<file path="config.mk">
export PLATFORM = sky130hd
export DESIGN_NAME = polyline_clip_to_laser_points_unit
export DESIGN_NICKNAME = d
export VERILOG_FILES = /design/src/rtl/plc_pkg.sv /design/src/rtl/plc_mul.sv /design/src/rtl/plc_div.sv /design/src/rtl/polyline_clip_to_laser_points_unit.sv
export SDC_FILE = /design/constraint.sdc
export NUM_CORES = 2
export LEC_CHECK = 0
export BUFFER_PORTS_ARGS = -buffer_cell sky130_fd_sc_hd__clkbuf_2
export CORE_MARGIN = 8
export CORE_UTILIZATION = 40
export DETAILED_ROUTE_END_ITERATION = 8
export PLACE_DENSITY = 0.54
export SYNTH_ARGS = -nofsm -noshare
export SYNTH_HDL_FRONTEND = slang
export SYNTH_SLANG_ARGS = --single-unit
</file>
<file path="constraint.sdc">
create_clock -name aclk -period 10.45 [get_ports aclk]
set_clock_uncertainty 0.1 [all_clocks]
set_input_delay 0 -clock aclk [delete_from_list [all_inputs] [get_ports aclk]]
set_output_delay 0 -clock aclk [all_outputs]
set_load 0.03 [all_outputs]
</file>
<file path="src/rtl/plc_pkg.sv">
// Shared types and constants for the polyline clipper.
// Used by plc_mul, plc_div, plc_checker, polyline_clip_to_laser_points_unit and its testbench.
package plc_pkg;

    localparam int CW      = 16;   // input coordinate width
    localparam int SW      = 16;   // scale register width
    localparam int PW      = 20;   // scaled coordinate width
    localparam int VW      = 24;   // working value width
    localparam int MW      = 2 * VW;  // product width
    localparam int QW      = 23;   // quotient magnitude bits
    localparam int OW      = 16;   // record position width
    localparam int IN_DW   = 64;   // s_tdata width
    localparam int OUT_DW  = 64;   // m_tdata width
    localparam int SCALE_SHIFT = 12;
    localparam int POS_MAX = 32767;

    localparam logic signed [SW-1:0] SCALE_RESET = 16'sd4096;

    // configuration register indexes
    localparam logic REG_SCALE_X = 1'b0;
    localparam logic REG_SCALE_Y = 1'b1;

    // clip boundaries, in test order
    localparam logic [1:0] EDGE_LEFT   = 2'd0;
    localparam logic [1:0] EDGE_RIGHT  = 2'd1;
    localparam logic [1:0] EDGE_BOTTOM = 2'd2;
    localparam logic [1:0] EDGE_TOP    = 2'd3;

    typedef logic signed [VW-1:0] val_t;
    typedef logic signed [MW-1:0] prod_t;

endpackage

</file>
<file path="src/rtl/plc_mul.sv">
// Shared signed multiplier with registered product.
// Depends on plc_pkg.
module plc_mul import plc_pkg::*; (
    input  logic  aclk,
    input  val_t  op_a,
    input  val_t  op_b,
    output prod_t prod
);

    prod_t prod_reg;

    // one product per cycle, result in next cycle
    always_ff @(posedge aclk) begin
        prod_reg <= op_a * op_b;
    end

    assign prod = prod_reg;

endmodule

</file>
<file path="src/rtl/plc_div.sv">
// Iterative restoring divider, one quotient bit per cycle, truncates toward zero.
// Divisor is positive; quotient magnitude fits QW bits. Depends on plc_pkg.
module plc_div import plc_pkg::*; (
    input  logic  aclk,
    input  logic  aresetn,
    input  logic  start,
    input  prod_t num,
    input  val_t  den,
    output logic  done,
    output val_t  quo
);

    localparam int CNTW = $clog2(QW);

    logic [MW-1:0]   rem_reg, rem_next;
    logic [MW-1:0]   den_reg, den_next;
    logic [QW-1:0]   q_reg, q_next;
    logic [CNTW-1:0] cnt_reg, cnt_next;
    logic            neg_reg, neg_next;
    logic            run_reg, run_next;
    logic            done_reg, done_next;
    logic [MW-1:0]   num_abs;
    val_t            q_ext;

    assign num_abs = num[MW-1] ? MW'(-num) : MW'(num);

    // one compare and subtract step per cycle
    always_comb begin
        rem_next  = rem_reg;
        den_next  = den_reg;
        q_next    = q_reg;
        cnt_next  = cnt_reg;
        neg_next  = neg_reg;
        run_next  = run_reg;
        done_next = 1'b0;
        if (start) begin
            rem_next = num_abs;
            den_next = {{(MW-VW){1'b0}}, den} << (QW - 1);
            q_next   = '0;
            cnt_next = CNTW'(QW - 1);
            neg_next = num[MW-1];
            run_next = 1'b1;
        end else if (run_reg) begin
            if (rem_reg >= den_reg) begin
                rem_next = rem_reg - den_reg;
                q_next   = {q_reg[QW-2:0], 1'b1};
            end else begin
                q_next   = {q_reg[QW-2:0], 1'b0};
            end
            den_next = den_reg >> 1;
            cnt_next = cnt_reg - 1'b1;
            if (cnt_reg == '0) begin
                run_next  = 1'b0;
                done_next = 1'b1;
            end
        end
    end

    always_ff @(posedge aclk) begin
        if (!aresetn) begin
            run_reg  <= 1'b0;
            done_reg <= 1'b0;
        end else begin
            run_reg  <= run_next;
            done_reg <= done_next;
        end
        rem_reg <= rem_next;
        den_reg <= den_next;
        q_reg   <= q_next;
        cnt_reg <= cnt_next;
        neg_reg <= neg_next;
    end

    assign q_ext = val_t'({1'b0, q_reg});
    assign quo   = neg_reg ? -q_ext : q_ext;
    assign done  = done_reg;

endmodule

</file>
<file path="src/rtl/polyline_clip_to_laser_points_unit.sv">
// Polyline clipper: scales points, clips each segment to the unit square and
// emits laser records. Depends on plc_pkg, plc_mul and plc_div.
//
// Usage:
//   s_ channel: one point per transfer. s_tdata holds x, y, red, green, blue,
//   blanked, point_last_flag; s_tlast is end_of_frame.
//   m_ channel: zero to three records per point. m_tdata holds pos_x, pos_y,
//   out_red, out_green, out_blue, out_blanked, out_last_point; m_tlast marks
//   the final record caused by a point.
//   cfg_ channel: register writes (index 0 scale_x, index 1 scale_y), always
//   accepted; write only while the block is idle.
// Sequence:
//   A point is handled by a sequencer around one shared 24x24 multiplier and
//   one bit-serial divider. The first point of a polyline is only scaled and
//   stored. A visible segment goes through scaling, a test per clip boundary,
//   four divisions (one quotient bit per cycle) with their position scaling,
//   the issue of the records and the storing of the point.
//   s_tready is high only while the sequencer is idle.
// Reset: clears the previous point, sets both scales to 1.0 and drops m_tvalid.
// Stall: a record waits in the output register; the sequencer holds until the
//   receiver takes it, and the next point may be accepted while the last
//   record of the previous one still waits.
module polyline_clip_to_laser_points_unit import plc_pkg::*; #(
    parameter int COORD_FRAC_BITS = 14,
    parameter int OUTPUT_SCALE    = 32000
) (
    input  logic              aclk,
    input  logic              aresetn,
    // x[15:0], y[31:16], red[39:32], green[47:40], blue[55:48],
    // blanked[56], point_last_flag[57], zero[63:58]
    input  logic [IN_DW-1:0]  s_tdata,
    input  logic              s_tlast,
    input  logic              s_tvalid,
    output logic              s_tready,
    // pos_x[15:0], pos_y[31:16], out_red[39:32], out_green[47:40],
    // out_blue[55:48], out_blanked[56], out_last_point[57], zero[63:58]
    output logic [OUT_DW-1:0] m_tdata,
    output logic              m_tlast,
    output logic              m_tvalid,
    input  logic              m_tready,
    input  logic              cfg_valid,
    output logic              cfg_ready,
    input  logic              cfg_index,
    input  logic [SW-1:0]     cfg_data
);

    localparam val_t  ONE    = VW'(1) << COORD_FRAC_BITS;
    localparam val_t  OSCALE = VW'(OUTPUT_SCALE);
    localparam prod_t ROUND  = (MW'(1) << COORD_FRAC_BITS) - MW'(1);
    localparam prod_t POS_HI = MW'(POS_MAX);
    localparam prod_t POS_LO = -POS_HI;

    typedef enum logic [4:0] {
        ST_IDLE, ST_MX, ST_MY, ST_NY,
        ST_ESET, ST_MA, ST_MB, ST_CK1, ST_MC, ST_MD, ST_CK2,
        ST_DMUL, ST_DGO, ST_DWAIT, ST_PMUL, ST_PCAP,
        ST_EM0, ST_EM1, ST_EM2, ST_UPD
    } state_t;

    state_t state_reg;

    // configuration
    logic signed [SW-1:0] scale_x_reg, scale_y_reg;

    // current point
    logic signed [CW-1:0] x_reg, y_reg;
    logic [7:0]           red_reg, green_reg, blue_reg;
    logic                 blank_reg, lastf_reg, eof_reg;
    logic signed [PW-1:0] nx_reg, ny_reg;

    // previous point
    logic signed [PW-1:0] prev_x_reg, prev_y_reg;
    logic [7:0]           prev_red_reg, prev_green_reg, prev_blue_reg;
    logic                 prev_blank_reg, prev_lastf_reg, prev_valid_reg;

    // clip state
    logic [1:0] edge_reg;
    logic [1:0] sel_reg;
    logic       neg_reg;
    val_t       rn_reg, rd_reg, en_reg, ed_reg, xn_reg, xd_reg;
    prod_t      a_reg;
    val_t       c_reg;
    logic [OW-1:0] pos_reg [4];

    // output register
    logic [OUT_DW-1:0] m_tdata_reg;
    logic              m_tlast_reg, m_tvalid_reg;

    // shared units
    val_t  op_a, op_b, div_den, div_quo;
    prod_t prod;
    logic  div_start, div_done;

    plc_mul u_mul (
        .aclk (aclk),
        .op_a (op_a),
        .op_b (op_b),
        .prod (prod)
    );

    plc_div u_div (
        .aclk    (aclk),
        .aresetn (aresetn),
        .start   (div_start),
        .num     (prod),
        .den     (div_den),
        .done    (div_done),
        .quo     (div_quo)
    );

    // segment deltas and boundary terms
    val_t dx, dy, p_cur, q_cur, d_sel, tn_sel, base_sel;
    assign dx = VW'(nx_reg) - VW'(prev_x_reg);
    assign dy = VW'(ny_reg) - VW'(prev_y_reg);

    always_comb begin
        case (edge_reg)
            EDGE_LEFT:   begin p_cur = -dx; q_cur = VW'(prev_x_reg) + ONE; end
            EDGE_RIGHT:  begin p_cur = dx;  q_cur = ONE - VW'(prev_x_reg); end
            EDGE_BOTTOM: begin p_cur = -dy; q_cur = VW'(prev_y_reg) + ONE; end
            default:     begin p_cur = dy;  q_cur = ONE - VW'(prev_y_reg); end
        endcase
    end

    // clipped coordinate selection: start x, start y, end x, end y
    always_comb begin
        d_sel    = sel_reg[0] ? dy : dx;
        tn_sel   = sel_reg[1] ? xn_reg : en_reg;
        div_den  = sel_reg[1] ? xd_reg : ed_reg;
        base_sel = sel_reg[0] ? VW'(prev_y_reg) : VW'(prev_x_reg);
    end

    // multiplier operands by step
    always_comb begin
        op_a = '0;
        op_b = '0;
        case (state_reg)
            ST_MX:   begin op_a = VW'(x_reg); op_b = VW'(scale_x_reg); end
            ST_MY:   begin op_a = VW'(y_reg); op_b = VW'(scale_y_reg); end
            ST_MA:   begin op_a = rn_reg; op_b = neg_reg ? xd_reg : ed_reg; end
            ST_MB:   begin op_a = neg_reg ? xn_reg : en_reg; op_b = rd_reg; end
            ST_MC:   begin op_a = rn_reg; op_b = neg_reg ? ed_reg : xd_reg; end
            ST_MD:   begin op_a = neg_reg ? en_reg : xn_reg; op_b = rd_reg; end
            ST_DMUL: begin op_a = d_sel; op_b = tn_sel; end
            ST_PMUL: begin op_a = c_reg; op_b = OSCALE; end
            default: begin op_a = '0; op_b = '0; end
        endcase
    end

    assign div_start = (state_reg == ST_DGO);

    // product views: scaled coordinate, compare, record position
    prod_t nsh, padj, psh;
    logic  cmp_hit;
    logic [OW-1:0] pos_sat;
    assign nsh     = prod >>> SCALE_SHIFT;
    assign cmp_hit = neg_reg ? (a_reg > prod) : (a_reg < prod);
    assign padj    = prod[MW-1] ? prod + ROUND : prod;
    assign psh     = padj >>> COORD_FRAC_BITS;
    always_comb begin
        if (psh > POS_HI)
            pos_sat = OW'(POS_HI);
        else if (psh < POS_LO)
            pos_sat = OW'(POS_LO);
        else
            pos_sat = psh[OW-1:0];
    end

    logic sclip, eclip, has_end, out_free, rec_load;
    assign sclip    = (en_reg != '0);
    assign eclip    = (xn_reg < xd_reg);
    assign has_end  = eclip || eof_reg;
    assign out_free = !m_tvalid_reg || m_tready;
    // a record enters the output register this cycle
    assign rec_load = out_free && (((state_reg == ST_EM0) && sclip) ||
                                   (state_reg == ST_EM1) || (state_reg == ST_EM2));

    // record images
    logic [OUT_DW-1:0] rec_move, rec_start, rec_end;
    assign rec_move  = {6'b0, prev_lastf_reg, 1'b1, 24'b0, pos_reg[1], pos_reg[0]};
    assign rec_start = {6'b0, prev_lastf_reg, (sclip ? 1'b0 : prev_blank_reg),
                        prev_blue_reg, prev_green_reg, prev_red_reg,
                        pos_reg[1], pos_reg[0]};
    assign rec_end   = {6'b0, lastf_reg, 1'b0, blue_reg, green_reg, red_reg,
                        pos_reg[3], pos_reg[2]};

    // sequencer, point state and output register
    always_ff @(posedge aclk) begin
        if (!aresetn) begin
            state_reg      <= ST_IDLE;
            scale_x_reg    <= SCALE_RESET;
            scale_y_reg    <= SCALE_RESET;
            prev_x_reg     <= '0;
            prev_y_reg     <= '0;
            prev_red_reg   <= '0;
            prev_green_reg <= '0;
            prev_blue_reg  <= '0;
            prev_blank_reg <= 1'b0;
            prev_lastf_reg <= 1'b0;
            prev_valid_reg <= 1'b0;
            m_tvalid_reg   <= 1'b0;
        end else begin
            if (cfg_valid) begin
                if (cfg_index == REG_SCALE_X)
                    scale_x_reg <= cfg_data;
                else
                    scale_y_reg <= cfg_data;
            end
            if (m_tvalid_reg && m_tready && !rec_load)
                m_tvalid_reg <= 1'b0;

            case (state_reg)
                ST_IDLE: begin
                    if (s_tvalid) begin
                        x_reg     <= s_tdata[15:0];
                        y_reg     <= s_tdata[31:16];
                        red_reg   <= s_tdata[39:32];
                        green_reg <= s_tdata[47:40];
                        blue_reg  <= s_tdata[55:48];
                        blank_reg <= s_tdata[56];
                        lastf_reg <= s_tdata[57];
                        eof_reg   <= s_tlast;
                        state_reg <= ST_MX;
                    end
                end
                ST_MX: state_reg <= ST_MY;
                ST_MY: begin
                    nx_reg    <= nsh[PW-1:0];
                    state_reg <= ST_NY;
                end
                ST_NY: begin
                    ny_reg   <= nsh[PW-1:0];
                    en_reg   <= '0;
                    ed_reg   <= VW'(1);
                    xn_reg   <= VW'(1);
                    xd_reg   <= VW'(1);
                    edge_reg <= EDGE_LEFT;
                    state_reg <= prev_valid_reg ? ST_ESET : ST_UPD;
                end
                ST_ESET: begin
                    if (p_cur == '0) begin
                        if (q_cur[VW-1])
                            state_reg <= ST_UPD;
                        else if (edge_reg == EDGE_TOP) begin
                            sel_reg   <= '0;
                            state_reg <= ST_DMUL;
                        end else
                            edge_reg <= edge_reg + 1'b1;
                    end else begin
                        neg_reg   <= p_cur[VW-1];
                        rn_reg    <= p_cur[VW-1] ? -q_cur : q_cur;
                        rd_reg    <= p_cur[VW-1] ? -p_cur : p_cur;
                        state_reg <= ST_MA;
                    end
                end
                ST_MA: state_reg <= ST_MB;
                ST_MB: begin
                    a_reg     <= prod;
                    state_reg <= ST_CK1;
                end
                ST_CK1: state_reg <= cmp_hit ? ST_UPD : ST_MC;
                ST_MC: state_reg <= ST_MD;
                ST_MD: begin
                    a_reg     <= prod;
                    state_reg <= ST_CK2;
                end
                ST_CK2: begin
                    // tighten entry or exit fraction
                    if (cmp_hit) begin
                        if (neg_reg) begin
                            en_reg <= rn_reg;
                            ed_reg <= rd_reg;
                        end else begin
                            xn_reg <= rn_reg;
                            xd_reg <= rd_reg;
                        end
                    end
                    if (edge_reg == EDGE_TOP) begin
                        sel_reg   <= '0;
                        state_reg <= ST_DMUL;
                    end else begin
                        edge_reg  <= edge_reg + 1'b1;
                        state_reg <= ST_ESET;
                    end
                end
                ST_DMUL: state_reg <= ST_DGO;
                ST_DGO:  state_reg <= ST_DWAIT;
                ST_DWAIT: begin
                    if (div_done) begin
                        c_reg     <= base_sel + div_quo;
                        state_reg <= ST_PMUL;
                    end
                end
                ST_PMUL: state_reg <= ST_PCAP;
                ST_PCAP: begin
                    pos_reg[sel_reg] <= pos_sat;
                    if (sel_reg == 2'd3)
                        state_reg <= ST_EM0;
                    else begin
                        sel_reg   <= sel_reg + 1'b1;
                        state_reg <= ST_DMUL;
                    end
                end
                ST_EM0: begin
                    if (!sclip)
                        state_reg <= ST_EM1;
                    else if (out_free) begin
                        m_tdata_reg  <= rec_move;
                        m_tlast_reg  <= 1'b0;
                        m_tvalid_reg <= 1'b1;
                        state_reg    <= ST_EM1;
                    end
                end
                ST_EM1: begin
                    if (out_free) begin
                        m_tdata_reg  <= rec_start;
                        m_tlast_reg  <= !has_end;
                        m_tvalid_reg <= 1'b1;
                        state_reg    <= has_end ? ST_EM2 : ST_UPD;
                    end
                end
                ST_EM2: begin
                    if (out_free) begin
                        m_tdata_reg  <= rec_end;
                        m_tlast_reg  <= 1'b1;
                        m_tvalid_reg <= 1'b1;
                        state_reg    <= ST_UPD;
                    end
                end
                ST_UPD: begin
                    prev_x_reg     <= nx_reg;
                    prev_y_reg     <= ny_reg;
                    prev_red_reg   <= red_reg;
                    prev_green_reg <= green_reg;
                    prev_blue_reg  <= blue_reg;
                    prev_blank_reg <= blank_reg;
                    prev_lastf_reg <= lastf_reg;
                    prev_valid_reg <= !eof_reg;
                    state_reg      <= ST_IDLE;
                end
                default: state_reg <= ST_IDLE;
            endcase
        end
    end

    assign s_tready  = (state_reg == ST_IDLE);
    assign cfg_ready = 1'b1;
    assign m_tdata   = m_tdata_reg;
    assign m_tlast   = m_tlast_reg;
    assign m_tvalid  = m_tvalid_reg;

endmodule

</file>
==> qor.txt <==
run status = finished, final reports clean
max reg flops = 64
die width = 411 microns
post-synth top area share = 24.8%
Max transition margin = 18.5%
Placeable Area = 156000 sq um
kind of critical path = flop to flop
grt ovf = 0
layout cells sized above 1 = 9.76%
complex-gate fraction of the synthesized area = 12.8%
Data required, critical path = 10970 ps
post-synthesis sequential area ratio = 31.4%
Synth area leaders = edfxtp_1 (25%), fa_1 (19%), ha_1 (6.6%), dfxtp_1 (6.6%), inv_1 (5.4%)
clock root buffer = clkbuf_16
Synth Area in Simple Gates = 14.9%
number of port buffers = 141
Cells after Synth = 6568
post-synthesis adder-cell area fraction = 25.9%
DRT antenna net count = 0
critical path data arrival time = 10490 ps
mean routed wirelength per cell = 22.7 microns
Iteration-0 DRC Markers = 4337
EDFF count, synth = 516
Area Overhead vs Synth = 13.5%
Primary FF master, synth = edfxtp_1
CP max stage cell = fa_1
FF+latch count, synth = 721
Vias = 49500
initial core utilization = 40.1%
HP Class = input port to flop
largest net degree at the start of global routing = 83
multiplexer share of the synthesized area = 3.22%
DR pass1 iterations = 6
die height = 411 microns
Tcrit/Tclk final = 95.3%
cts bufs inserted = 82
# DRC = 0
DP HPWL = 157 mm
Startpoint Class = flop
Global Route Usage Sum = 23.7%
first-pass GRT wire length = 308 mm
Cell Area, Synth = 62500 sq um
CP Capture Type = flop
die area = 169000 sq um
Clock H-tree levels = 3
vias in the first global route = 49100
cell family with most CP delay = adder cells
I/O Pins = 155
Worst Path Max Fanout = 9
largest family of logic cells by synthesized area = adder cells
final worst path period need = 9960 ps
initial antenna violation count = 11
Clock Tree Buf Depth = 3
most frequent cell on the critical path = fa_1
gpl congestion = 0.905
num rows = 145
Final Hold Viols = 0
xor/xnor cell area share of the yosys netlist = 4.38%
Yosys warnings = 0
final setup fails = 0
mean area per synthesized cell = 9.52 sq um
cell type with the largest total area after synthesis = edfxtp_1
vias per inst = 5.52
Final nets = 7858
final WL = 204 mm
Fin Setup TNS = 0 ps
Slew @ Worst Pin = 1220 ps
Worst-path clk slew = 60 ps
RSZ-0062 raised after global routing = no
number of distinct library cells after synthesis = 113
clock sink count = 721
CTS tree = yes
max-cap viol count = 0
Max Transition Viols Final = 0
Worst Path Buf+Inv = 6
Fmax = 100 MHz
crit-path max cell delay = 550 ps
Skew-Pair Late Insertion Delay = 710 ps
Post-synth ARST share = 0%
[metal layers]
| layer | GRT usage (%) | share of wire (%) | vias up |
|---|---|---|---|
| met5 | 0 | 0.0064 | - |
| met4 | 8.25 | 3.6 | 2 |
| met3 | 4.08 | 7.4 | 285 |
| met2 | 37.3 | 45 | 1710 |
| met1 | 32.9 | 44 | 24800 |
| li1 | - | - | 22700 |
[layout by cell type (no fill, tap or decap), types with 22 or more instances in the layout]
master | netlist | routed
clkbuf_2 | 1 | 141
a221oi_1 | 76 | 74
dlygate4sd3_1 | 0 | 151
nor4_1 | 29 | 26
and2_1 | 188 | 187
nand2_1 | 854 | 853
inv_1 | 895 | 895
o31ai_1 | 42 | 40
o21bai_1 | 23 | 23
nor3_1 | 87 | 81
nor2b_1 | 60 | 60
edfxtp_1 | 516 | 516
a21oi_1 | 313 | 306
and3_1 | 45 | 42
mux2_2 | 50 | 50
nand3_1 | 124 | 122
xor2_1 | 78 | 78
xnor2_1 | 228 | 226
o21ai_0 | 266 | 248
nand2b_1 | 66 | 65
clkbuf_16 | 0 | 83
o211ai_1 | 25 | 25
clkbuf_1 | 290 | 22
fa_1 | 602 | 598
nand4_1 | 52 | 52
o21a_1 | 32 | 32
a21o_1 | 84 | 84
mux2i_1 | 141 | 141
or3_1 | 38 | 38
nor2_1 | 357 | 351
ha_1 | 329 | 329
dfxtp_1 | 205 | 203
a22o_1 | 43 | 43
a31oi_1 | 35 | 35
buf_4 | 8 | 211
[stage by stage]
stage | instances | hold slack, ps | utilization, % | worst slack, ps | instance area, sq um
finish | 8972 | 47.3 | 45.6 | 487 | 70900
global route | 8969 | 38.3 | 45.6 | 3.06 | 70900
CTS | 8959 | 0.921 | 45.4 | 17.4 | 70700
detailed placement | 8655 | 79.6 | 42.7 | 88.6 | 66500
global placement | 8655 | 77.3 | 42.7 | 168 | 66500
floorplan | 6575 | -1.13 | - | 293 | 62500
[cells by family after synthesis]
family | count (synthesis)
flops | 721
buf+inv | 1230
xor+xnor | 309
mux | 193
compound gates | 1193
fa+ha+maj | 933
other cells | 2
simple gates | 1987
[cell usage after synthesis (84+ instances only)]
library cell	instances
inv_1	895
nand2_1	854
fa_1	602
edfxtp_1	516
nor2_1	357
ha_1	329
a21oi_1	313
clkbuf_1	290
o21ai_0	266
xnor2_1	228
dfxtp_1	205
and2_1	188
mux2i_1	141
nand3_1	124
nor3_1	87
a21o_1	84
[area by class of cell]
| type | instances | area, sq um |
|---|---|---|
| clock inverter | 41 | 512 |
| multi-input combinational | 4624 | 38700 |
| antenna | 5 | 12.5 |
| fill | 14900 | 84700 |
| timing repair buffer | 509 | 3910 |
| sequential | 721 | 19600 |
| inverter | 902 | 3390 |
| tap | 2058 | 2570 |
| clock buffer | 112 | 2260 |
[worst min-delay path, stage by stage]
cell	delay, ps
dlygate4sd3_1	550
clkbuf_2	130
nand2_1	60
a21oi_1	50
[repair_timing]
action | 4_1_cts | 5_1_grt
endpoints found under the setup margin | 1 | 19
gates resized for setup | 2 | 31
pin swaps | 0 | 7
hold buffers | 151 | 0
buffers inserted | 0 | 8
endpoints found under the hold margin | 97 | 0
[path summary, 6_finish.rpt]
path                   from  cells past startpoint  slack, ps         endpoint
max           prev_y_reg[3]                     37        490   u_mul.prod[47]
min            cfg_data[13]                      4         50  scale_y_reg[13]
max reg2reg   prev_y_reg[3]                     37        490   u_mul.prod[47]
min reg2reg  prev_x_reg[19]                      2        350   prev_x_reg[19]
Power is not shown: default switching activity piles up to over one toggle a cycle in this logic, so the estimate is an artifact.
